<file path="src/ebt_div.sv">
// Bit-serial restoring divider, one quotient bit per cycle.
module ebt_div #(
    parameter int N_W = 34,
    parameter int D_W = 8
) (
    input  logic           clk,
    input  logic           rst_n,
    input  logic           start,
    input  logic [N_W-1:0] dividend,
    input  logic [D_W-1:0] divisor,
    output logic           done,
    output logic [N_W-1:0] quotient
);

    localparam int CNT_W = $clog2(N_W);

    logic [N_W-1:0]   quo_reg;
    logic [D_W-1:0]   rem_reg;
    logic [D_W-1:0]   divisor_reg;
    logic [CNT_W-1:0] cnt_reg;
    logic             busy_reg;
    logic             done_reg;

    logic [D_W:0]     trial;
    logic [D_W:0]     trial_diff;
    logic             fits;
    logic             last;

    assign trial      = {rem_reg, quo_reg[N_W-1]};
    assign fits       = trial >= {1'b0, divisor_reg};
    assign trial_diff = trial - {1'b0, divisor_reg};
    assign last       = cnt_reg == CNT_W'(N_W - 1);

    always_ff @(posedge clk or negedge rst_n)
    begin
        if (!rst_n)
        begin
            busy_reg <= 1'b0;
            done_reg <= 1'b0;
            cnt_reg  <= '0;
        end
        else if (start)
        begin
            busy_reg <= 1'b1;
            done_reg <= 1'b0;
            cnt_reg  <= '0;
        end
        else
        begin
            done_reg <= busy_reg & last;
            if (busy_reg)
            begin
                cnt_reg <= cnt_reg + 1'b1;
                if (last)
                begin
                    busy_reg <= 1'b0;
                end
            end
        end
    end

    always_ff @(posedge clk)
    begin
        if (start)
        begin
            quo_reg     <= dividend;
            rem_reg     <= '0;
            divisor_reg <= divisor;
        end
        else if (busy_reg)
        begin
            quo_reg <= {quo_reg[N_W-2:0], fits};
            rem_reg <= fits ? trial_diff[D_W-1:0] : trial[D_W-1:0];
        end
    end

    assign done     = done_reg;
    assign quotient = quo_reg;

endmodule

</file>
<file path="config.mk">
export PLATFORM = sky130hd
export DESIGN_NAME = ebt_div
export DESIGN_NICKNAME = d
export VERILOG_FILES = /design/src/ebt_div.sv
export SDC_FILE = /design/constraint.sdc
export NUM_CORES = 1
export LEC_CHECK = 0
export ABC_AREA = 1
export BUFFER_PORTS_ARGS = -buffer_cell sky130_fd_sc_hd__buf_2
export CAP_MARGIN = 20
export CORE_ASPECT_RATIO = 0.6
export CORE_MARGIN = 1
export CORE_UTILIZATION = 40
export CTS_BUF_LIST = sky130_fd_sc_hd__clkbuf_4
export CTS_CLUSTER_DIAMETER = 120
export DETAILED_ROUTE_END_ITERATION = 12
export GPL_ROUTABILITY_DRIVEN = 0
export MAX_ROUTING_LAYER = met4
export PLACE_DENSITY_LB_ADDON = 0.3
export SKIP_LAST_GASP = 1
export SYNTH_ARGS = -nofsm -noshare
export SYNTH_HDL_FRONTEND = slang
export SYNTH_SLANG_ARGS = --single-unit
</file>
<file path="constraint.sdc">
create_clock -name clk -period 2 [get_ports clk]
set_input_delay 0.1 -clock clk [delete_from_list [all_inputs] [get_ports clk]]
set_output_delay 0.1 -clock clk [all_outputs]
set_load 0.05 [all_outputs]
</file>
==> results.tsv, run 1 <==
stage	metric	value	unit
synthesis	async set or reset register ratio after synthesis	13.8	%
clock_network	Resized Gates After CTS	0	
detailed_routing	Post-DRT Antenna Nets	0	
worst_setup_path	Required @ worst endpoint	2.29	ns
place	dpl ws	0.207	ns
global_route	GRT overflow	0	
synthesis	ys flop type	edfxtp_1	
synthesis	simple logic cell fraction of the synthesized area	30.3	%
floorplan	effective utilization at floorplan	42.7	%
synthesis	Seq cells post-synth	58	
timing	final hold vios	0	
synthesis	top cells by area, synth	edfxtp_1, nand2_1, dfrtp_1	
timing	fin. max-slew vios	0	
timing	min Tclk post-route	1.85	ns
synthesis	largest family of logic cells by synthesized area	simple AND/OR/NAND/NOR gates	
detailed_routing	detailed-route DRC error count	0	
synthesis	register area share after synthesis	55.0	%
synthesis	top-area cell type share of the netlist area	42.8	%
timing	Final Skew	0.0236	ns
synthesis	mux cell area share after synthesis	0	%
worst_setup_path	Data arrival, critical path	2.15	ns
place	Placed Instances	500	
detailed_routing	drt first pass iters	5	
place	I/O Buffers	79	
final_layout	Synth-to-Final Area Change	36.3	%
synthesis	synth unique cells	33	
synthesis	post-synthesis compound-gate area fraction	2.93	%
outcome	status	finished clean	
final_layout	final non-filler cell total	559	
floorplan	die area	0.00772	mm2
worst_hold_path	HP Class	in2reg	
place	Detailed Place HPWL	4900	um
clock_network	CTS clk-pin slew, worst paths	0.11	ns
timing	Worst slew margin	69.4	%
floorplan	Die W	113	um
synthesis	post-synthesis adder-cell area fraction	4.93	%
floorplan	row count	23	
worst_setup_path	crit start category	flip-flop	
clock_network	Post-CTS Hold Fix Bufs	43	
floorplan	I/O Pins	80	
clock_network	clk buf depth	2	
global_route	vias in the first global route	2370	
global_route	initial antenna violation count	0	
clock_network	Worst-Skew Late Latency	0.41	ns
detailed_routing	WL per Instance	13.0	um
detailed_routing	total routed wirelength	7280	um
worst_setup_path	worst setup path class	reg2reg	
synthesis	cell count after synthesis	338	
timing	Setup WS post-layout	0.147	ns
detailed_routing	vias per cell	4.71	
final_layout	ratio of cells with drive above 1 in the final layout	23.5	%
clock_network	CTS tree	yes	
worst_setup_path	CP endpoint kind	flip-flop	
detailed_routing	initial DRC count	177	
global_route	Total GRT Usage	20.2	%
timing	setup TNS	0	ns
worst_setup_path	reg2reg setup slack	0.15	ns
timing	Worst-Margin Slew	0.459	ns
clock_network	post-CTS setup buffer count	0	
synthesis	syn avg cell area	8.72	um2
synthesis	Post-synth EDFFs	42	
final_layout	Post-Route Utilization	58.1	%
timing	max frequency	540	MHz
synthesis	most common library cells after synthesis	nand2_1, edfxtp_1, inv_1	
clock_network	Sink Count	58	
synthesis	most frequent cell after synthesis	nand2_1	
clock_network	htree depth	3	
clock_network	clock root cell	clkbuf_4	
floorplan	Die H	68.5	um
timing	RSZ-0062 raised after global routing	false	
synthesis	Synth Area in XOR/XNOR	0.892	%
pwr	LEAKAGE	2.07	nW
timing	# setup viols final	0	
final_layout	Largest register FFs	34	
synthesis	area leader, netlist	edfxtp_1	
timing	fin crit share	92.6	%
floorplan	core area	0.00691	mm2
synthesis	Post-Syn Area	0.00295	mm2
clock_network	CTS Buf Count	9	
pwr	worst vdd ir	0.426	mV
pwr	P per Cell Area	1040	mW/mm2
final_layout	antenna cells	0	
synthesis	Syn. warnings	0	
global_route	largest net degree at the start of global routing	42	
worst_setup_path	worst-path fanout max	3	
flow_run	number of max-cap violations	0	
final_layout	nets	523	
global_route	first-pass GRT wire length	11300	um
synthesis	syn_nets	394	
detailed_routing	DR vias	2632	
cell type report:
type	instances	area, um2
Fill cell	588	2890
Clock buffer	9	67.6
Multi-Input combinational cell	237	1150
Inverter	34	128
Sequential cell	58	1620
Clock inverter	7	76.3
Tap cell	87	109
Timing Repair Buffer	127	863
worst paths after layout:
kind,startpoint,end,depth (start not counted)
max,quotient[33],rem_reg[6],11
min,dividend[0],quotient[0],3
max reg2reg,quotient[33],rem_reg[6],11
min reg2reg,rem_reg[5],rem_reg[5],2
max in group asynchronous,rst_n,busy_reg,2
min in group asynchronous,rst_n,cnt_reg[3],2
power by group:
| group | switching, mW | leakage [nW] | internal (mW) | total (mW) |
|---|---|---|---|---|
| Sequential | 0.139 | 0.622 | 1.49 | 1.63 |
| Clock | 0.484 | 0.0746 | 0.389 | 0.873 |
| Combinational | 1.06 | 1.38 | 0.606 | 1.67 |
| Total | 1.68 | 2.07 | 2.49 | 4.17 |
worst max-delay path, stage by stage, from the launching register on:
cell and delay [ns]:
edfxtp_1 0.39, inv_1 0.10, ha_1 0.23, fa_1 0.44
inv_1 0.08, nand4_1 0.13, nand3_1 0.10, nand2_1 0.05
nand2_1 0.06, nand2_1 0.05, nand3_1 0.08, nand2_1 0.05
cell usage in the layout (no fill, tap or decap), types with 4 or more instances in the layout:
| cell | count |
|---|---|
| clkbuf_4 | 9 |
| nand4_1 | 4 |
| inv_1 | 34 |
| buf_4 | 5 |
| edfxtp_1 | 42 |
| buf_2 | 79 |
| nand3b_1 | 5 |
| ha_1 | 10 |
| dlygate4sd3_1 | 43 |
| nand2_1 | 156 |
| dfxtp_1 | 8 |
| nor2_1 | 11 |
| a21oi_1 | 7 |
| nand3_1 | 18 |
| dfrtp_1 | 8 |
metal layers:
metal	up-vias	share of wire, %	track usage [%]
li1	1345	-	-
met1	1195	48	27.8
met2	88	45	29.2
met3	4	6.4	4.96
met4	0	0.52	6.50
met5	-	0	-
cell families (layout without fill, tap and decap cells):
| group | Yosys count | after routing |
|---|---|---|
| flip-flops | 58 | 58 |
| AO/OA/AOI/OAI | 15 | 15 |
| XOR/XNOR | 3 | 3 |
| AND/OR/NAND/NOR | 208 | 208 |
| adder cells (fa/ha/maj) | 11 | 11 |
| buffers and inverters | 43 | 177 |
through the flow:
stage,power [mW],area [um2],hold WS [ns]
after floorplan,2.90,2950,-0.196
after global placement,3.21,3440,-0.0421
after detailed placement,3.24,3440,-0.0410
after CTS,4.19,4020,0.0183
after global routing,4.45,4020,0.0369
final,4.17,4020,0.0476
Power figures use the tool's default switching activity.
==> inputs of run 2 (changes only) <==
Settings changed: MAX_ROUTING_LAYER met4 to not set.
==> run 2 against run 1 <==
Net effect:
- final cell count is the same
- register-to-register slack is essentially flat
- total power is essentially flat
- setup slack lost 0.0022 ns
- global-route usage shrank 0.55 points
- critical path depth is the same
- die area is the same
- clock skew grew 0.0014 ns
- fmax shrank 0.12%
- combinational power is essentially flat
- critical endpoint unchanged
- largest power group unchanged
==> results.tsv, run 2 (synthesis results as in run 1) <==
stage	metric	value	unit	change
detailed_routing	WL per Instance	13.0	um	+0.18%
worst_setup_path	Data arrival, critical path	2.15	ns	about the same
final_layout	most frequent cells in the layout	nand2_1, buf_2, dlygate4sd3_1, edfxtp_1, inv_1		
detailed_routing	detailed-route DRC error count	0		unchanged
clock_network	CTS clk-pin slew, worst paths	0.11	ns	about the same
worst_setup_path	Required @ worst endpoint	2.29	ns	about the same
worst_setup_path	R2R cell count	11		unchanged
timing	Worst slew margin	69.7	%	+0.36 points
detailed_routing	total routed wirelength	7290	um	+0.18%
timing	fin. max-slew vios	0		unchanged
place	I/O Buffers	79		unchanged
global_route	initial antenna violation count	0		unchanged
final_layout	commonest non-fill, non-tap cell in the layout	nand2_1		
flow_run	number of max-cap violations	0		unchanged
global_route	largest net degree at the start of global routing	42		unchanged
floorplan	Die W	113	um	unchanged
detailed_routing	drt first pass iters	5		unchanged
pwr	LEAKAGE	2.07	nW	unchanged
timing	# setup viols final	0		unchanged
worst_hold_path	worst hold path cell count	3		unchanged
final_layout	ratio of cells with drive above 1 in the final layout	23.5	%	unchanged
outcome	status	finished clean		
floorplan	die area	0.00772	mm2	unchanged
final_layout	Largest register FFs	34		unchanged
clock_network	clock root cell	clkbuf_4		
worst_setup_path	Max stage delay cell, worst path	fa_1		
worst_setup_path	CP peak stage delay	0.44	ns	about the same
timing	RSZ-0062 raised after global routing	false		
clock_network	htree depth	3		unchanged
final_layout	antenna cells	0		unchanged
timing	max frequency	539	MHz	-0.12%
global_route	vias in the first global route	2372		+0.084%
floorplan	Die H	68.5	um	unchanged
clock_network	Worst-Skew Late Latency	0.41	ns	about the same
detailed_routing	DR vias	2639		+0.27%
worst_setup_path	CP top delay family	adder cells		
timing	setup TNS	0	ns	unchanged
floorplan	effective utilization at floorplan	42.7	%	unchanged
place	Detailed Place HPWL	4900	um	unchanged
worst_setup_path	CP endpoint kind	flip-flop		
timing	fin crit share	92.7	%	+0.11 points
worst_setup_path	CP bufs+invs	2		unchanged
pwr	worst vdd ir	0.427	mV	about the same
worst_setup_path	worst-path fanout max	3		unchanged
timing	min Tclk post-route	1.85	ns	+0.00222 ns
final_layout	Fillers	588		unchanged
clock_network	CTS Buf Count	9		unchanged
timing	Worst-Margin Slew	0.454	ns	-0.00537 ns
timing	Final Skew	0.0249	ns	+0.00136 ns
floorplan	I/O Pins	80		unchanged
final_layout	area of the multi-input gates	0.00115	mm2	unchanged
detailed_routing	Post-DRT Antenna Nets	0		unchanged
global_route	GRT overflow	0		unchanged
floorplan	core area	0.00691	mm2	unchanged
worst_setup_path	instance count on the critical path	11		unchanged
final_layout	nets	523		unchanged
worst_setup_path	crit-path cells	inv_1, ha_1, fa_1, inv_1, nand4_1, nand3_1, nand2_1, nand2_1, nand2_1, nand3_1, nand2_1		
pwr	PnR Total Power	4.17	mW	about the same
clock_network	clk buf depth	2		unchanged
global_route	first-pass GRT wire length	11300	um	+0.11%
worst_setup_path	worst setup path class	reg2reg		
final_layout	sequential cell area	0.00162	mm2	unchanged
worst_hold_path	HP Class	in2reg		
final_layout	Synth-to-Final Area Change	36.3	%	unchanged
floorplan	row count	23		unchanged
clock_network	CTS tree	yes		
clock_network	Sink Count	58		unchanged
timing	final hold vios	0		unchanged
detailed_routing	vias per cell	4.72		+0.27%
detailed_routing	initial DRC count	176		-0.56%
worst_setup_path	CP most frequent cell	nand2_1		
worst_setup_path	crit start category	flip-flop		
global_route	Total GRT Usage	19.6	%	-0.55 points
pwr	P per Cell Area	1040	mW/mm2	about the same
==> run 2: cell counts in the layout (fill, tap and decap cells not counted) <==
Identical to the previous run, type by type.
==> run 2: path summary, 6_finish.rpt <==
path,start,slack (ns),end
hold / removal,dividend[0],0.05,quotient[0]
setup / recovery,quotient[33],0.15,rem_reg[6]
hold reg to reg,cnt_reg[5],0.48,cnt_reg[5]
setup reg to reg,quotient[33],0.15,rem_reg[6]
min in group asynchronous,rst_n,0.07,done
max in group asynchronous,rst_n,1.76,busy_reg
==> run 2: area by class of cell <==
class	instances	share of cell area [%]
sequential	58	40.4
inverter	34	3.18
clock buffer	9	1.68
clock inverter	7	1.90
tap	87	2.71
timing repair buffer	127	21.5
multi-input combinational	237	28.6
==> run 2: power breakdown <==
group	switching, mW	internal (mW)
combinational	1.06	0.606
clock	0.485	0.389
sequential	0.140	1.49
==> run 2: through the flow <==
stage | hold slack [ns] | std cells | area, um2 | worst slack, ns | util, %
after floorplan | -0.196 | 338 | 2950 | 0.0275 | -
after global placement | -0.0421 | 500 | 3440 | 0.203 | 49.8
after detailed placement | -0.0410 | 500 | 3440 | 0.207 | 49.8
after CTS | 0.0183 | 559 | 4020 | 0.170 | 58.1
after global routing | 0.0324 | 559 | 4020 | 0.0183 | 58.1
final | 0.0513 | 559 | 4020 | 0.145 | 58.1
==> run 2: per-layer routing <==
metal,global-route usage (%),vias up,share of wire (%)
li1,-,1346,-
met3,5.40,5,6.9
met4,6.50,0,0.49
met2,29.2,92,45
met1,27.7,1196,48
met5,0,-,0
==> run 2: timing repair <==
action | CTS | global route
setup buffers | 0 | 0
hold buffers | 43 | 0
resized for setup | 0 | 0
hold endpoints to repair | 50 | 0
==> run 2: tightest hold or removal path, stage by stage <==
cell and delay [ns]:
buf_2 0.09, nor2_1 0.04, a31oi_1 0.12
