`config.mk`:
```
export PLATFORM = sky130hd
export DESIGN_NAME = ebt_sqrt
export DESIGN_NICKNAME = d
export VERILOG_FILES = /design/src/ebt_sqrt.sv
export SDC_FILE = /design/constraint.sdc
export NUM_CORES = 1
export LEC_CHECK = 0
export ABC_AREA = 1
export BUFFER_PORTS_ARGS = -buffer_cell sky130_fd_sc_hd__buf_2
export CAP_MARGIN = 20
export CORE_ASPECT_RATIO = 0.75
export CORE_MARGIN = 8
export CORE_UTILIZATION = 50
export DETAILED_ROUTE_END_ITERATION = 12
export PLACE_DENSITY = 0.73
export SLEW_MARGIN = 20
export SYNTH_ARGS = -nofsm -noshare
export SYNTH_HDL_FRONTEND = slang
export SYNTH_SLANG_ARGS = --single-unit
```
`constraint.sdc`:
```
create_clock -name clk -period 2.2 [get_ports clk]
set_clock_uncertainty 0.2 [all_clocks]
set_input_delay 0.33 -clock clk [delete_from_list [all_inputs] [get_ports clk]]
set_output_delay 0.33 -clock clk [all_outputs]
set_load 0.01 [all_outputs]
```
`src/ebt_sqrt.sv`:
```
// Bit-serial integer square root, one root bit per cycle.
module ebt_sqrt #(
    parameter int RAD_W = 40
) (
    input  logic                 clk,
    input  logic                 rst_n,
    input  logic                 start,
    input  logic [RAD_W-1:0]     radicand,
    output logic                 done,
    output logic [RAD_W/2-1:0]   root
);

    localparam int ROOT_W = RAD_W / 2;
    localparam int CNT_W  = $clog2(ROOT_W);
    localparam int TRY_W  = ROOT_W + 3;

    logic [RAD_W-1:0]  rad_reg;
    logic [ROOT_W-1:0] root_reg;
    logic [ROOT_W:0]   rem_reg;
    logic [CNT_W-1:0]  cnt_reg;
    logic              busy_reg;
    logic              done_reg;

    logic [TRY_W-1:0]  trial;
    logic [TRY_W-1:0]  test;
    logic [TRY_W-1:0]  trial_diff;
    logic              fits;
    logic              last;

    assign trial      = {rem_reg, rad_reg[RAD_W-1 -: 2]};
    assign test       = {1'b0, root_reg, 2'b01};
    assign fits       = trial >= test;
    assign trial_diff = trial - test;
    assign last       = cnt_reg == CNT_W'(ROOT_W - 1);

    always_ff @(posedge clk or negedge rst_n)
    begin
        if (!rst_n)
        begin
            busy_reg <= 1'b0;
            done_reg <= 1'b0;
            cnt_reg  <= '0;
        end
        else if (start)
        begin
            busy_reg <= 1'b1;
            done_reg <= 1'b0;
            cnt_reg  <= '0;
        end
        else
        begin
            done_reg <= busy_reg & last;
            if (busy_reg)
            begin
                cnt_reg <= cnt_reg + 1'b1;
                if (last)
                begin
                    busy_reg <= 1'b0;
                end
            end
        end
    end

    always_ff @(posedge clk)
    begin
        if (start)
        begin
            rad_reg  <= radicand;
            root_reg <= '0;
            rem_reg  <= '0;
        end
        else if (busy_reg)
        begin
            rad_reg  <= {rad_reg[RAD_W-3:0], 2'b00};
            root_reg <= {root_reg[ROOT_W-2:0], fits};
            rem_reg  <= fits ? trial_diff[ROOT_W:0] : trial[ROOT_W:0];
        end
    end

    assign done = done_reg;
    assign root = root_reg;

endmodule

```
==> results of run 1 <==
-- per-stage QoR --
stage | total power (uW) | setup slack [ns] | util
2_1_floorplan | 5440 | 0.0701 | -
3_3_place_gp | 6880 | -0.0162 | 0.598
3_5_place_dp | 6960 | -0.0259 | 0.598
4_1_cts | 8680 | 0.000564 | 0.642
5_1_grt | 10500 | -0.0500 | 0.685
6_report | 9770 | 0.0463 | 0.685
-- report_power, final --
group	internal, uW	switching (uW)	leakage [uW]	total [uW]
Sequential	1970	222	0.000876	2190
Combinational	2580	3520	0.00254	6090
Clock	804	682	0.000133	1490
Total	5350	4420	0.00355	9770
-- per-layer routing --
layer / wire length [microns] / track usage / up-vias
met5: 0 / 0 / -
met1: 6980 / 0.277 / 2380
met3: 985 / 0.0483 / 35
met4: 416 / 0.0751 / 0
met2: 7070 / 0.322 / 168
li1: - / - / 2596
-- worst reg2reg max path, delay by kind of cell (launching register included) --
family,cells,cell delay [ns]
AND/OR/NAND/NOR,5,0.59
adder cells (fa/ha/maj),1,0.25
buffers and inverters,1,0.24
AO/OA/AOI/OAI,2,0.36
flip-flops,1,0.43
-- what timing repair did --
item                                    4_1_cts  5_1_grt
endpoints found under the setup margin       20       22
pin swaps                                     2       24
buffers inserted                              0        3
resized for setup                            15      120
gates cloned                                  0        4
hold buffers                                  1        0
hold endpoints to repair                      7        0
-- cell usage in the layout (no fill, tap or decap), types with 21 or more instances in the layout --
cell type	n
nand2_1	259
inv_1	76
buf_4	70
buf_2	63
nor2_1	43
edfxtp_1	40
nand3_1	33
nand2_2	32
nand4_1	24
inv_2	22
dfxtp_1	21
-- worst paths after layout --
kind / endpoint / slack (ns) / cells after the start
setup / recovery: rem_reg[2] / 0.05 / 9
setup reg to reg: rem_reg[2] / 0.05 / 9
max in group asynchronous: busy_reg / 1.50 / 2
hold reg to reg: cnt_reg[4] / 0.28 / 1
hold / removal: rad_reg[0] / 0.04 / 3
min in group asynchronous: cnt_reg[3] / 0.15 / 2
-- logic make-up after synthesis --
group,count (synthesis),synth area share
buffers and inverters,125,0.0989
AOI/OAI and AO/OA,47,0.0529
and+or+nand+nor,441,0.361
DFF,88,0.420
adders and majority gates,23,0.0551
xor gates and xnor gates,7,0.0117
-- cell type report --
cell class / instances / area (sq um) / share of cell area
multi-input combinational: 521 / 3030 / 0.432
sequential: 88 / 2220 / 0.317
timing repair buffer: 139 / 938 / 0.134
inverter: 100 / 375 / 0.0535
clock buffer: 11 / 243 / 0.0346
tap: 136 / 170 / 0.0242
clock inverter: 5 / 37.5 / 0.00535
==> impl_metrics.csv, run 1 <==
group,metric,value,unit
drt,ant_nets,0,
sta,min_period,2.15,ns
clock_network,cts_tree,"done",
sta,report.final.hold_viol_count,0,
setup_path,cp.arrival,2.22,ns
setup_path,required,2.26,ns
drt,post_drt_wl_per_cell,15.4,microns
clock_network,clockRootBuffer,"clkbuf_16",
sta,fin_tns_setup,0,ns
yosys,synthFlopType,"dfxtp_1",
die,die_height,105,microns
die,initial_utilization,0.510,
power_and_ir_drop,worst_ir_drop_vdd,0.000684,V
setup_path,cp_cell_sequence,"ha_4 -> nand3_1 -> nand3_1 -> a21oi_4 -> nand4_4 -> clkbuf_16 -> nand2_1 -> nand2_1 -> o21ai_1",
yosys,syn-cell-area,5230,sq um
yosys,synth.yosys.warnings,0,
layout,fillers,844,
power_and_ir_drop,p_leak,0.00355,uW
layout,final_nets,925,
placed_design,place_congestion,0.888,
global_routing,grt_antenna_before_repair,0,
yosys,synth_cell_types,36,
yosys,synth_nets,797,
layout,final_layout_size_suffix_gt1_frac,0.339,
placed_design,port_buffers,63,
clock_network,clkSinkCount,88,
yosys,yosysSeqAreaShare,0.420,
sta,hold_slack,0.0379,ns
run_status,status,"complete, no violations",
sta,min_period_over_period,0.979,
clock_network,cts_buffers,9,
run,max_cap_viol_count,0,
setup_path,path_buf_inv,1,
yosys,yosys.area.top_type,"edfxtp_1",
die,core,10200,sq um
setup_path,worstSetupPathType,"register to register",
yosys,synth.avg_cell_area,7.15,sq um
setup_path,r2r_start,"rem_reg[18]",
power_and_ir_drop,power.density,1390,nW/um^2
sta,maxSlewHeadroom,0.725,
yosys,synth_cells,731,
layout,final_cells,1000,
layout,area_growth,34.4,%
placed_design,dpl-instance-area,6130,sq um
yosys,synth_top_area_frac,0.230,
min_path,hp-class,"primary input to register",
drt,drtPass1Iterations,5,
yosys,ys_top_cells_by_area,"edfxtp_1, nand2_1, dfxtp_1",
layout,post-route-cell-area,7020,sq um
global_routing,grt_pass1_wl,23600,microns
drt,drt_iter0_drc,487,
die,die_area,14000,sq um
sta,rsz0062_at_grt,"yes",
sta,maxSlewViolCount,0,
layout,largest_register_ffs,40,
die,die_w,134,microns
yosys,synth-edff-count,40,
yosys,synth-seq-cells,88,
placed_design,place_inst,976,
yosys,async_flop_share,0.0795,
drt,routed_via_density,5.18,
drt,route.detailed.drc,0,
global_routing,grt_pass1_vias,4800,
setup_path,slowest_delay,0.43,ns
clock_network,htreeDepth,3,
placed_design,post-dp-hpwl,10600,microns
clock_network,cts_buffer_depth,2,
sta,fmax,464,MHz
layout,insertedDiodeCount,0,
drt,wl,15400,microns
min_path,hp-start,"radicand[0]",
drt,vias,5179,
clock_network,clk_pin_slew,0.07,ns
clock_network,clock_latency,0.35,ns
die,rows,32,
setup_path,crit_path_start,"rem_reg[18]",
sta,setup_viol_count_final,0,
global_routing,gr-total-overflow,0,
setup_path,crit_family,"simple AND/OR/NAND/NOR gates",
yosys,synth_most_common_cell,"nand2_1",
die,ios,64,
setup_path,slowest_stage,"dfxtp_1",
setup_path,cp_max_fo,7,
sta,worstMarginPinSlew,0.412,ns
global_routing,grt_max_degree,41,
yosys,synth_common_cells,"nand2_1, inv_1, nor2_1",
setup_path,cp-start-kind,"register",
global_routing,grt.total_usage,0.207,
setup_path,end_kind,"register",
Note: power is estimated with default switching activity, not from simulation.
==> run 2: changes to the inputs <==
--- a/config.mk
+++ b/config.mk
@@ -8,11 +8,13 @@
 export ABC_AREA = 1
 export BUFFER_PORTS_ARGS = -buffer_cell sky130_fd_sc_hd__buf_2
 export CAP_MARGIN = 20
+export CELL_PAD_IN_SITES_DETAIL_PLACEMENT = 1
+export CELL_PAD_IN_SITES_GLOBAL_PLACEMENT = 1
 export CORE_ASPECT_RATIO = 0.75
 export CORE_MARGIN = 8
-export CORE_UTILIZATION = 50
+export CORE_UTILIZATION = 38
 export DETAILED_ROUTE_END_ITERATION = 12
-export PLACE_DENSITY = 0.73
+export PLACE_DENSITY_LB_ADDON = 0.1
 export SLEW_MARGIN = 20
 export SYNTH_ARGS = -nofsm -noshare
 export SYNTH_HDL_FRONTEND = slang
==> impl_metrics.csv, run 2 (synthesis results as in run 1) <==
group,metric,value,unit
setup_path,cp_max_fo,9,
power_and_ir_drop,seq_power_share,0.202,
drt,drtPass1Iterations,5,
setup_path,required,2.23,ns
sta,maxSlewHeadroom,0.717,
sta,report.final.hold_viol_count,0,
die,initial_utilization,0.385,
die,ios,64,
placed_design,port_buffers,63,
clock_network,htreeDepth,3,
clock_network,cts_buffer_depth,2,
die,core,13600,sq um
layout,post-route-cell-area,7510,sq um
layout,utilization,0.553,
power_and_ir_drop,intPower,5840,uW
run,max_cap_viol_count,0,
power_and_ir_drop,swShare,0.465,
power_and_ir_drop,pwr-share-clk,0.148,
layout,area_growth,43.6,%
layout,fillers,1691,
clock_network,cts_buffers,9,
min_path,whs_path_depth,3,
die,die_height,118,microns
global_routing,grt_pass1_vias,5658,
clock_network,clockRootBuffer,"clkbuf_16",
min_path,hold_end,"rad_reg[0]",
drt,ant_nets,0,
power_and_ir_drop,p_switching,5080,uW
power_and_ir_drop,worst_ir_drop_vdd,0.000705,V
min_path,hp-start,"radicand[0]",
setup_path,ff2ff_path_depth,13,
drt,vias,5437,
min_path,hp-class,"primary input to register",
global_routing,grt_max_degree,53,
placed_design,dpl-instance-area,6380,sq um
run_status,status,"complete, no violations",
power_and_ir_drop,power.density,1450,nW/um^2
drt,post_drt_wl_per_cell,17.5,microns
sta,rsz0062_at_grt,"yes",
layout,final_nets,953,
setup_path,r2r_slack,0.005,ns
sta,fmax,456,MHz
global_routing,grt_antenna_before_repair,0,
die,rows,37,
sta,fin_tns_setup,0,ns
sta,setup_viol_count_final,0,
placed_design,place_congestion,0.877,
die,die_area,17800,sq um
global_routing,grt.total_usage,0.198,
setup_path,cp-start-kind,"register",
layout,final_cell_mix,"nand2_1, buf_4, inv_1, buf_2, nand2_2",
setup_path,slowest_delay,0.34,ns
sta,maxSlewViolCount,0,
sta,min_period_over_period,0.998,
drt,routed_via_density,5.10,
setup_path,worstSetupPathType,"register to register",
drt,wl,18700,microns
clock_network,clk_pin_slew,0.07,ns
layout,insertedDiodeCount,0,
setup_path,r2r_start,"root[1]",
clock_network,cts_tree,"done",
power_and_ir_drop,power,10900,uW
global_routing,grt_pass1_wl,28100,microns
layout,final_common_cell,"nand2_1",
layout,final_layout_size_suffix_gt1_frac,0.404,
drt,drt_iter0_drc,273,
setup_path,crit_family,"simple AND/OR/NAND/NOR gates",
setup_path,slowest_stage,"ha_4",
global_routing,gr-total-overflow,0,
die,die_w,151,microns
setup_path,cp.arrival,2.23,ns
sta,hold_slack,0.0313,ns
setup_path,cp_cell_sequence,"inv_1 -> ha_4 -> nand2_4 -> nor2_4 -> nand2_1 -> nand2_2 -> nand2_2 -> nand2_4 -> nand2_8 -> nand4_1 -> nand2_1 -> nor2_1 -> nor2_1",
setup_path,path_buf_inv,1,
power_and_ir_drop,combPwrFrac,0.651,
setup_path,end_kind,"register",
setup_path,r2r_end,"rem_reg[18]",
layout,largest_register_ffs,40,
setup_path,cp.depth,13,
clock_network,clkSinkCount,88,
placed_design,post-dp-hpwl,12700,microns
drt,route.detailed.drc,0,
sta,worstMarginPinSlew,0.425,ns
sta,min_period,2.20,ns
clock_network,clock_latency,0.36,ns
power_and_ir_drop,p_leak,0.00373,uW
run 2: what timing repair did:
| action | in CTS | in global routing |
|---|---|---|
| hold endpoints to repair | 7 | 0 |
| gates resized for setup | 37 | 153 |
| hold buffers | 1 | 0 |
| cloned | 2 | 1 |
| pin swaps | 5 | 53 |
| endpoints found under the setup margin | 22 | 22 |
| buffers inserted | 2 | 5 |
run 2: worst register-to-register path: cells and delay by family, from the launching register on:
family	cells	cell delay (ns)
AND/OR/NAND/NOR	11	1.12
adder cells (fa/ha/maj)	1	0.34
flip-flops	1	0.33
buffers and inverters	1	0.08
run 2: cell type report:
type	instances	area (sq um)	area share
tap	175	219	0.0292
clock buffer	9	225	0.0300
clock inverter	7	78.8	0.0105
inverter	100	382	0.0508
multi-input combinational	520	3210	0.428
sequential	88	2230	0.297
timing repair buffer	168	1160	0.155
run 2: power groups by stage:
stage | Clock (uW) | Combinational [uW] | Sequential (uW)
6_report | 1610 | 7100 | 2200
5_1_grt | 1710 | 7690 | 2210
3_5_place_dp | 0 | 5250 | 2150
3_3_place_gp | 0 | 5050 | 2140
2_1_floorplan | 0 | 3340 | 2100
4_1_cts | 1650 | 5750 | 2150
run 2: layer usage:
| layer | wire [microns] | global-route usage |
|---|---|---|
| met2 | 9070 | 0.319 |
| met5 | 0 | 0 |
| met4 | 446 | 0.0605 |
| met3 | 739 | 0.0423 |
| met1 | 8420 | 0.258 |
run 2: worst max-delay path by stage:
stage	from	end	slack (ns)
floorplan	root[15]	rem_reg[3]	0.07
global placement	root[7]	rem_reg[0]	-0.06
detailed placement	root[3]	rem_reg[3]	-0.15
CTS	root[1]	rem_reg[17]	0.002
global route	root[5]	rem_reg[8]	-0.1
finish	root[1]	rem_reg[18]	0.005
run 2: stage by stage:
stage	instances	worst slack, ns
CTS	1061	0.00246
global placement	1040	-0.0557
global route	1067	-0.0969
floorplan	731	0.0701
finish	1067	0.00498
detailed placement	1040	-0.149
