## src/ebt_pkg.sv

```systemverilog
// Shared types and constants for the event blob tracker.
package ebt_pkg;

    localparam int W_BITS     = 16;
    localparam int DIST_W     = 28;
    localparam int CNT_W      = 8;
    localparam int DIV_D_W    = 8;
    localparam int ADDR_W     = 5;
    localparam int DATA_W     = 32;
    localparam int ROUND_HALF = 32768;
    localparam int RAD_SCALE  = 10;
    localparam int RAD_GAIN   = 23;

    localparam logic [W_BITS:0] W_ONE = {1'b1, {W_BITS{1'b0}}};
    localparam logic [DIST_W-1:0] DIST_MAX = {DIST_W{1'b1}};

    localparam int CENTER_WEIGHT_RST = 6554;
    localparam int RADIUS_WEIGHT_RST = 6554;
    localparam int RADIUS_LIMIT_RST  = 12800;
    localparam int START_X_RST       = 0;
    localparam int START_Y_RST       = 0;
    localparam int START_RADIUS_RST  = 2560;

    typedef logic [ADDR_W-3:0] reg_idx_t;

    localparam reg_idx_t REG_CENTER_WEIGHT = 3'd0;
    localparam reg_idx_t REG_RADIUS_WEIGHT = 3'd1;
    localparam reg_idx_t REG_RADIUS_LIMIT  = 3'd2;
    localparam reg_idx_t REG_START_X       = 3'd3;
    localparam reg_idx_t REG_START_Y       = 3'd4;
    localparam reg_idx_t REG_START_RADIUS  = 3'd5;

    typedef enum logic [3:0] {
        ST_IDLE,
        ST_DIFF,
        ST_SQUARE,
        ST_ROOT_GO,
        ST_ROOT,
        ST_GATE,
        ST_AVG_GO,
        ST_AVG,
        ST_RMUL,
        ST_RSUM,
        ST_RDIV_GO,
        ST_RDIV,
        ST_BLEND,
        ST_COMMIT,
        ST_OUT
    } ebt_state_t;

    typedef struct packed {
        logic load_event;
        logic load_diff;
        logic load_square;
        logic sqrt_start;
        logic load_gate;
        logic div_start;
        logic div_radius;
        logic load_avg;
        logic load_rmul;
        logic load_rsum;
        logic load_radius;
        logic load_blend;
        logic commit;
        logic load_result;
    } ebt_ctrl_t;

endpackage

```

## src/ebt_regs.sv

```systemverilog
// Configuration register file on the APB-style port.
module ebt_regs import ebt_pkg::*; #(
    parameter int POS_W = 19
) (
    input  logic              clk,
    input  logic              rst_n,
    input  logic              psel,
    input  logic              penable,
    input  logic              pwrite,
    input  logic [ADDR_W-1:0] paddr,
    input  logic [DATA_W-1:0] pwdata,
    output logic [DATA_W-1:0] prdata,
    output logic [W_BITS-1:0] center_weight,
    output logic [W_BITS-1:0] radius_weight,
    output logic [POS_W-1:0]  radius_limit
);

    logic [W_BITS-1:0] center_weight_reg;
    logic [W_BITS-1:0] radius_weight_reg;
    logic [POS_W-1:0]  radius_limit_reg;
    logic [POS_W-1:0]  start_x_reg;
    logic [POS_W-1:0]  start_y_reg;
    logic [POS_W-1:0]  start_radius_reg;
    logic              wr_en;
    reg_idx_t          idx;

    assign wr_en = psel & penable & pwrite;
    assign idx   = paddr[ADDR_W-1:2];

    always_ff @(posedge clk or negedge rst_n)
    begin
        if (!rst_n)
        begin
            center_weight_reg <= W_BITS'(CENTER_WEIGHT_RST);
            radius_weight_reg <= W_BITS'(RADIUS_WEIGHT_RST);
            radius_limit_reg  <= POS_W'(RADIUS_LIMIT_RST);
            start_x_reg       <= POS_W'(START_X_RST);
            start_y_reg       <= POS_W'(START_Y_RST);
            start_radius_reg  <= POS_W'(START_RADIUS_RST);
        end
        else if (wr_en)
        begin
            case (idx)
                REG_CENTER_WEIGHT: center_weight_reg <= pwdata[W_BITS-1:0];
                REG_RADIUS_WEIGHT: radius_weight_reg <= pwdata[W_BITS-1:0];
                REG_RADIUS_LIMIT:  radius_limit_reg  <= pwdata[POS_W-1:0];
                REG_START_X:       start_x_reg       <= pwdata[POS_W-1:0];
                REG_START_Y:       start_y_reg       <= pwdata[POS_W-1:0];
                REG_START_RADIUS:  start_radius_reg  <= pwdata[POS_W-1:0];
                default: ;
            endcase
        end
    end

    always_comb
    begin
        case (idx)
            REG_CENTER_WEIGHT: prdata = DATA_W'(center_weight_reg);
            REG_RADIUS_WEIGHT: prdata = DATA_W'(radius_weight_reg);
            REG_RADIUS_LIMIT:  prdata = DATA_W'(radius_limit_reg);
            REG_START_X:       prdata = DATA_W'(start_x_reg);
            REG_START_Y:       prdata = DATA_W'(start_y_reg);
            REG_START_RADIUS:  prdata = DATA_W'(start_radius_reg);
            default:           prdata = '0;
        endcase
    end

    assign center_weight = center_weight_reg;
    assign radius_weight = radius_weight_reg;
    assign radius_limit  = radius_limit_reg;

endmodule

```

## config.mk

```make
export PLATFORM = sky130hd
export DESIGN_NAME = ebt_regs
export DESIGN_NICKNAME = d
export VERILOG_FILES = /design/src/ebt_pkg.sv /design/src/ebt_regs.sv
export SDC_FILE = /design/constraint.sdc
export NUM_CORES = 1
export LEC_CHECK = 0
export CORE_MARGIN = 2
export CORE_UTILIZATION = 54
export DETAILED_ROUTE_END_ITERATION = 12
export DONT_BUFFER_PORTS = 1
export PLACE_DENSITY = 0.69
export SETUP_SLACK_MARGIN = 0.15
export SLEW_MARGIN = 20
export SYNTH_ARGS = -nofsm -noshare
export SYNTH_HDL_FRONTEND = slang
export SYNTH_SLANG_ARGS = --single-unit
export TNS_END_PERCENT = 30
```

## constraint.sdc

```tcl
create_clock -name clk -period 1.6 [get_ports clk]
set_input_delay 0.16 -clock clk [delete_from_list [all_inputs] [get_ports clk]]
set_output_delay 0.16 -clock clk [all_outputs]
set_load 0.01 [all_outputs]
```

==> results.sh, run 1 <==
export IMPL_clkSlewWorstSetupHoldPaths_ns=0.11
export IMPL_setup_viol=6
export IMPL_grt_busiest_layer="met2"
export IMPL_cts_hold_buffers=19
export IMPL_grt_pass1_wl_um=17200
export IMPL_dp_cells=489
export IMPL_drive_above_1_share=0.456
export IMPL_grt_max_degree=109
export IMPL_yosys_area_top_type="dfrtp_1"
export IMPL_use_met2=0.363
export IMPL_finClkSkew_ns=0
export IMPL_r2r_start="center_weight[6]"
export IMPL_critical_path_arrival_ns=1.45
export IMPL_period_minus_slack_ns=1.61
export IMPL_cp_start_kind="flop"
export IMPL_grt_use_total=0.220
export IMPL_violations="negative hold slack, negative setup slack"
export IMPL_dpl_hpwl_um=7140
export IMPL_path_max_fanout=3
export IMPL_overflow=0
export IMPL_antenna_found_initial=0
export IMPL_htree_levels=3
export IMPL_syn_area_um2=5140
export IMPL_fin_hold_ws_ns=-0.512
export IMPL_syn_area_per_cell_um2=14.1
export IMPL_postRouteWirelength_um=11000
export IMPL_critPathKind="flop to output pin"
export IMPL_end_kind="output pin"
export IMPL_synth_top_cells_by_area="dfrtp_1, mux2_2, dfstp_2"
export IMPL_placed_cell_area_um2=5270
export IMPL_yosysSeqAreaShare=0.530
export IMPL_synth_edf_count=0
export IMPL_io_buffers=0
export IMPL_synth_ff_type="dfrtp_1"
export IMPL_synth_async_reset_ratio=1.00
export IMPL_fmax_mhz=621
export IMPL_tightest_slew_ns=0.638
export IMPL_drc_errors=0
export IMPL_ctsRootBufferMaster="clkbuf_8"
export IMPL_diodes=0
export IMPL_grt_pass1_vias=3249
export IMPL_die_x_um=102
export IMPL_ys_ff_latch=108
export IMPL_stdcell_area_um2=5760
export IMPL_layout_setup_ws_ns=-0.0106
export IMPL_clkSinkCount=108
export IMPL_start_util=0.556
export IMPL_status="finished with violations"
export IMPL_num_rows=35
export IMPL_syn2layout_area_growth_pct=12.0
export IMPL_maxSlewViolCount=0
export IMPL_vias_per_cell=5.86
export IMPL_grt_use_met3=0.0483
export IMPL_die_area_um2=10300
export IMPL_gp_congestion=0.768
export IMPL_startpoint="center_weight[13]"
export IMPL_rsz0062_at_grt="true"
export IMPL_required_ns=1.44
export IMPL_synth_warnings=0
export IMPL_core_area_um2=9240
export IMPL_finalCritPeriodShare=1.01
export IMPL_vias=3072
export IMPL_dr_pass1_iters=4
export IMPL_wl_per_cell_um=21.0
export IMPL_antenna_left=0
export IMPL_synthCells=365
export IMPL_fp_dieH_um=102
export IMPL_cts_inserted_buffers=9
export IMPL_dp_slack_ns=0.167
export IMPL_post_cts_buffers=0
export IMPL_use_met1=0.292
export IMPL_hold_viol_final=108
export IMPL_yosysUniqueCellTypes=32
export IMPL_clk_path_buf_depth=2
export IMPL_io_pins=125
export IMPL_drt_iter0_drc=91
export IMPL_p_per_area_nw_per_um2=1130
export IMPL_clkLatencyLatePin_ns=0.35
export IMPL_synth_top_area_frac=0.433
export IMPL_leakage_nw=2.57
export IMPL_hp_class="input port to async pin"
export IMPL_fin_nets=432
export IMPL_stdcell_count=524
export IMPL_fin_util=0.623
export IMPL_fillers=706
export IMPL_max_slew_margin=0.574
export IMPL_maxCapViolCount=0
export IMPL_cts_tree="done"
export IMPL_irDropWorstVdd_mv=0.527
-- cell usage after synthesis (all sizes together), types with 3 or more instances --
master and n:
a221o 5, a221oi 3, a31oi 3, buf 30
clkbuf 5, dfrtp 89, dfstp 19, mux2 114
mux2i 38, nand2 6, nand3 5, nor2 13
o21ai 5, o221ai 6, o22ai 3, or3 6
-- critical path: stages, from the launching register on --
cell	delay (ns)
dfrtp_1	0.45
mux2_4	0.31
a221oi_4	0.24
a31oi_2	0.09
-- logic make-up (layout without fill, tap and decap cells) --
kind of cell | Yosys count | count (layout) | synth area share
muxes | 152 | 152 | 0.324
DFF | 108 | 108 | 0.530
AOI/OAI and AO/OA | 31 | 31 | 0.0460
and+or+nand+nor | 37 | 37 | 0.0540
other | 1 | 13 | 0.000729
buffers and inverters | 36 | 54 | 0.0453
-- cells in the final DEF (no fill, tap or decap), types with 3 or more instances in the layout --
master and n:
mux2_2 102, dfrtp_1 87, mux2i_1 38, dfstp_2 19, dlygate4sd3_1 19, buf_4 17
conb_1 13, mux2_1 10, clkbuf_8 10, nor2_1 9, or3_1 6, o221ai_2 6
nand2_1 6, nand3_1 5, a221o_1 5, a31oi_2 3, o21ai_0 3, o22ai_1 3
-- per-stage QoR --
step | setup TNS [ns] | total power [mW]
after detailed placement | 0 | 4.84
final | -0.0487 | 6.52
after CTS | -0.144 | 6.55
after global routing | -0.739 | 6.85
after floorplan | 0 | 4.66
after global placement | 0 | 4.77
-- final cells by class --
cell class / instances / area (um^2) / share of cell area
clock buffer: 10 / 138 / 0.0239
clock inverter: 6 / 53.8 / 0.00934
inverter: 1 / 3.75 / 0.000652
multi-input combinational: 233 / 2340 / 0.406
sequential: 108 / 2730 / 0.474
tap: 129 / 161 / 0.0280
timing repair buffer: 37 / 338 / 0.0587
-- worst paths after layout --
check                                   end  slack [ns]  depth (start not counted)
max                              prdata[13]       -0.01                          3
min                         radius_limit[1]       -0.51                          0
max reg2reg                center_weight[6]        0.73                          1
min reg2reg                  start_x_reg[3]        0.51                          1
max in group asynchronous  radius_limit[12]        1.84                          0
min in group clk           radius_weight[4]        0.22                          3
-- what timing repair did --
item	4_1_cts	5_1_grt
setup endpoints to repair	16	16
resized for setup	16	5
pin swaps	9	5
endpoints found under the hold margin	216	108
-- layer usage --
layer,routed length [um],part of all wire
met1,4860,0.44
met2,5430,0.49
met3,534,0.048
met4,198,0.018
met5,0,0
-- report_power, final --
group	total (mW)	switching, mW	internal [mW]
clock	1.61	0.969	0.638
combinational	1.08	0.428	0.648
sequential	3.84	0.503	3.33
total	6.52	1.90	4.62
Note: power is estimated with default switching activity, not from simulation.
==> inputs of run 2 (changes only) <==
- clock period: 1.6 -> 1.8 ns (I/O delays scaled with it)
==> run 2 against run 1 <==
- global-route usage decreased by 0.31 points
- total power is 7.1% lower
- the flow finishes with violations (negative hold slack)
- first-iteration DRC count grew 33%
- sequential cell count stayed put
- critical path type unchanged
==> results.sh, run 2 (synthesis gave the netlist of run 1 again) <==
export IMPL_status="finished with violations"
export IMPL_violations="negative hold slack"
export IMPL_stdcell_count=515
export IMPL_final_cell_mix="mux2_2, dfrtp_1, mux2i_1, dfstp_2, dlygate4sd3_1"
export IMPL_tightest_slew_ns=0.577
export IMPL_maxSlewViolCount=0
export IMPL_grt_max_degree=109
export IMPL_power_mw=6.06
export IMPL_clkPwrFrac=0.289
export IMPL_drive_above_1_share=0.415
export IMPL_leakage_nw=2.54
export IMPL_max_slew_margin=0.615
export IMPL_irDropWorstVdd_mv=0.607
export IMPL_p_per_area_nw_per_um2=1070
export IMPL_gp_congestion=0.741
export IMPL_drc_errors=0
export IMPL_p_comb_frac=0.149
export IMPL_vias_per_cell=5.83
export IMPL_post_cts_buffers=0
export IMPL_seq_area_um2=2730
export IMPL_dp_cells=481
export IMPL_stdcell_area_um2=5680
export IMPL_fp_dieH_um=102
export IMPL_multiInputGateArea_um2=2260
export IMPL_placed_cell_area_um2=5220
export IMPL_io_buffers=0
export IMPL_hp_class="input port to async pin"
export IMPL_required_ns=1.62
export IMPL_antenna_left=0
export IMPL_cp_depth=3
export IMPL_clkSinkCount=108
export IMPL_reg2regPathDepth=1
export IMPL_grt_use_total=0.217
export IMPL_drt_iter0_drc=121
export IMPL_p_sw_frac=0.262
export IMPL_fin_nets=424
export IMPL_period_minus_slack_ns=1.67
export IMPL_cts_hold_buffers=19
export IMPL_die_area_um2=10300
export IMPL_fillers=748
export IMPL_postRouteWirelength_um=10800
export IMPL_rsz0062_at_grt="true"
export IMPL_cp_buffers_inverters=0
export IMPL_overflow=0
export IMPL_fmax_mhz=599
export IMPL_vias=3005
export IMPL_setup_tns_ns=0
export IMPL_dr_pass1_iters=4
export IMPL_clk_path_buf_depth=2
export IMPL_grt_pass1_vias=3051
export IMPL_wl_per_cell_um=20.9
export IMPL_io_pins=125
export IMPL_antenna_found_initial=0
export IMPL_slowest_delay_ns=0.59
export IMPL_worstPathCellList="mux2i_1, or3_1, o221ai_2"
export IMPL_cp_start_kind="flop"
export IMPL_start_util=0.556
export IMPL_fin_hold_ws_ns=-0.493
export IMPL_path_delay_family="flip-flops"
export IMPL_critical_path_arrival_ns=1.49
export IMPL_end_kind="output pin"
export IMPL_p_seq_frac=0.562
export IMPL_ctsRootBufferMaster="clkbuf_8"
export IMPL_clkSlewWorstSetupHoldPaths_ns=0.10
export IMPL_grt_pass1_wl_um=16800
export IMPL_cts_inserted_buffers=9
export IMPL_p_sw_mw=1.59
export IMPL_clkLatencyLatePin_ns=0.36
export IMPL_hold_viol_final=108
export IMPL_critPathKind="flop to output pin"
export IMPL_path_max_fanout=3
export IMPL_setup_viol=0
export IMPL_die_x_um=102
export IMPL_finalCritPeriodShare=0.927
export IMPL_dpl_hpwl_um=6780
export IMPL_syn2layout_area_growth_pct=10.5
export IMPL_htree_levels=3
export IMPL_diodes=0
export IMPL_num_rows=35
export IMPL_internal_power_mw=4.47
export IMPL_maxCapViolCount=0
export IMPL_finClkSkew_ns=0
export IMPL_cts_tree="done"
export IMPL_critical_path_slowest_cell="dfstp_2"
export IMPL_core_area_um2=9240
export IMPL_layout_commonest_cell="mux2_2"
## run 2: what timing repair did
action                                 CTS  global route
resized for setup                        3             2
endpoints found under the hold margin  216           108
gates cloned                             0             0
setup endpoints to repair                6            11
pin swaps                                0             0
## run 2: layout make-up
class	instances	area share
clock buffer	11	0.0249
clock inverter	4	0.0174
inverter	1	0.000661
multi-input combinational	233	0.398
sequential	108	0.480
tap	129	0.0284
timing repair buffer	29	0.0511
## run 2: final timing paths
path / from / end / slack [ns]
max: radius_weight[3] / prdata[3] / 0.13
min: rst_n / radius_limit[3] / -0.49
max reg2reg: center_weight[6] / center_weight[6] / 0.94
min reg2reg: start_x_reg[16] / start_x_reg[16] / 0.51
max in group asynchronous: rst_n / center_weight[11] / 2.01
min in group clk: paddr[4] / center_weight[13] / 0.22
## run 2: routing by layer
| metal | wire length (um) | part of all wire | track usage |
|---|---|---|---|
| met1 | 4680 | 0.43 | 0.280 |
| met5 | 0 | 0 | 0 |
| met2 | 5430 | 0.50 | 0.365 |
| met4 | 142 | 0.013 | 0.0603 |
| met3 | 532 | 0.049 | 0.0552 |
## run 2: through the flow
step	utilization	hold slack (ns)	setup slack [ns]
final	0.615	-0.493	0.131
after global placement	0.565	-0.112	0.235
after floorplan	-	-0.116	0.297
after CTS	0.613	-0.506	0.131
after global routing	0.615	-0.521	0.0712
after detailed placement	0.565	-0.112	0.223
## run 2: power by group through the flow
stage	sequential (mW)	clock, mW	combinational, mW
3_5_place_dp	3.46	0	0.840
6_report	3.41	1.75	0.904
3_3_place_gp	3.43	0	0.810
2_1_floorplan	3.34	0	0.795
4_1_cts	3.41	1.77	0.908
5_1_grt	3.47	1.87	0.999
==> inputs of run 3 (changes only) <==
- GPL_TIMING_DRIVEN: default -> 0
==> run 3 against run 2 <==
- maximum frequency is 0.71% lower
- routed wire length is 12% higher
- sequential share of layout area is 1.5 points lower
- first-iteration DRC count is 9.1% higher
- clock skew stayed put
- die area stayed put
- the run still ends with negative hold slack left
- global-route usage is 2.5 points higher
- highest routed layer unchanged
- register-to-register slack worse by 0.02 ns
- sequential cell count stayed put
- combinational power is 13% higher
- critical path type is now input port to output pin
==> results.sh, run 3 (synthesis gave the netlist of run 1 again) <==
export IMPL_power_mw=6.21
export IMPL_clkSinkCount=108
export IMPL_period_minus_slack_ns=1.68
export IMPL_final_cell_mix="mux2_2, dfrtp_1, mux2i_1, buf_4"
export IMPL_num_rows=35
export IMPL_maxCapViolCount=0
export IMPL_leakage_nw=2.67
export IMPL_core_area_um2=9240
export IMPL_postRouteWirelength_um=12000
export IMPL_start_util=0.556
export IMPL_reg2regPathDepth=1
export IMPL_antenna_left=0
export IMPL_syn2layout_area_growth_pct=14.0
export IMPL_finClkSkew_ns=0
export IMPL_wl_per_cell_um=22.2
export IMPL_tightest_slew_ns=0.590
export IMPL_layout_commonest_cell="mux2_2"
export IMPL_irDropWorstVdd_mv=0.587
export IMPL_p_per_area_nw_per_um2=1060
export IMPL_multiInputGateArea_um2=2290
export IMPL_die_x_um=102
export IMPL_io_buffers=0
export IMPL_setup_viol=0
export IMPL_hold_viol_final=108
export IMPL_fillers=719
export IMPL_cp_depth=4
export IMPL_status="finished with violations"
export IMPL_dpl_hpwl_um=7740
export IMPL_critical_path_arrival_ns=1.50
export IMPL_vias=3164
export IMPL_hp_class="input port to async pin"
export IMPL_io_pins=125
export IMPL_grt_pass1_wl_um=18600
export IMPL_drive_above_1_share=0.461
export IMPL_grt_use_total=0.242
export IMPL_fin_hold_ws_ns=-0.507
export IMPL_fp_dieH_um=102
export IMPL_worstPathCellList="buf_2, clkbuf_1, o21ai_0, a221o_1"
export IMPL_vias_per_cell=5.85
export IMPL_cts_tree="done"
export IMPL_ctsRootBufferMaster="clkbuf_8"
export IMPL_cp_buffers_inverters=2
export IMPL_overflow=0
export IMPL_clkSlewWorstSetupHoldPaths_ns=0.11
export IMPL_max_slew_margin=0.605
export IMPL_grt_pass1_vias=3286
export IMPL_clkLatencyLatePin_ns=0.36
export IMPL_seq_area_um2=2730
export IMPL_critPathKind="input port to output pin"
export IMPL_dr_pass1_iters=5
export IMPL_maxSlewViolCount=0
export IMPL_path_max_fanout=10
export IMPL_cts_inserted_buffers=9
export IMPL_placed_cell_area_um2=5350
export IMPL_required_ns=1.62
export IMPL_stdcell_count=541
export IMPL_fin_nets=449
export IMPL_gp_congestion=0.758
export IMPL_antenna_found_initial=0
export IMPL_htree_levels=3
export IMPL_die_area_um2=10300
export IMPL_critical_path_slowest_cell="clkbuf_1"
export IMPL_r2r_slack_ns=0.92
export IMPL_finalCritPeriodShare=0.934
export IMPL_stdcell_area_um2=5860
export IMPL_diodes=0
export IMPL_drc_errors=0
export IMPL_slowest_delay_ns=0.47
export IMPL_rsz0062_at_grt="true"
export IMPL_fmax_mhz=595
export IMPL_end_kind="output pin"
export IMPL_drt_iter0_drc=132
export IMPL_dp_cells=506
export IMPL_cts_hold_buffers=19
export IMPL_violations="negative hold slack"
export IMPL_grt_max_degree=109
export IMPL_cp_start_kind="input port"
export IMPL_clk_path_buf_depth=2
export IMPL_path_delay_family="buffers and inverters"
run 3: final timing paths:
kind,from,endpoint
worst max-delay path,paddr[3],prdata[2]
worst min-delay path,rst_n,center_weight[5]
worst max register to register,center_weight[6],center_weight[6]
worst min register to register,start_x_reg[3],start_x_reg[3]
max in group asynchronous,rst_n,radius_weight[12]
min in group clk,penable,start_x_reg[5]
run 3: routing by layer:
| metal | up-vias | global-route usage | share of wire |
|---|---|---|---|
| met5 | - | 0 | 0 |
| met3 | 7 | 0.0483 | 0.068 |
| met1 | 1650 | 0.330 | 0.43 |
| met4 | 0 | 0.0738 | 0.0073 |
| met2 | 109 | 0.395 | 0.49 |
| li1 | 1398 | - | - |
run 3: cell type report:
class,instances,share of cell area
flip-flops and latches,108,0.465
clock buffers,12,0.0248
multi-input cells,233,0.391
well taps,129,0.0275
repair buffers,19,0.0324
inverters,1,0.000640
clock inverters,4,0.0166
plain buffers,35,0.0418
run 3: repair_timing:
| action | 4_1_cts | 5_1_grt |
|---|---|---|
| endpoints found under the setup margin | 19 | 17 |
| buffers inserted | 0 | 0 |
| pin swaps | 1 | 0 |
| gates resized for setup | 5 | 17 |
| endpoints found under the hold margin | 216 | 108 |
run 3: stage by stage:
step | utilization | setup TNS [ns] | worst slack (ns)
2_1_floorplan | - | 0 | 0.297
3_3_place_gp | 0.579 | -1.52 | -0.142
3_5_place_dp | 0.579 | -2.08 | -0.167
4_1_cts | 0.627 | 0 | 0.0173
5_1_grt | 0.635 | 0 | 0.0885
6_report | 0.635 | 0 | 0.119
run 3: report_power, final:
group | total [mW] | internal, mW | switching, mW
Combinational | 1.02 | 0.585 | 0.433
Clock | 1.78 | 0.965 | 0.814
Sequential | 3.41 | 2.96 | 0.447
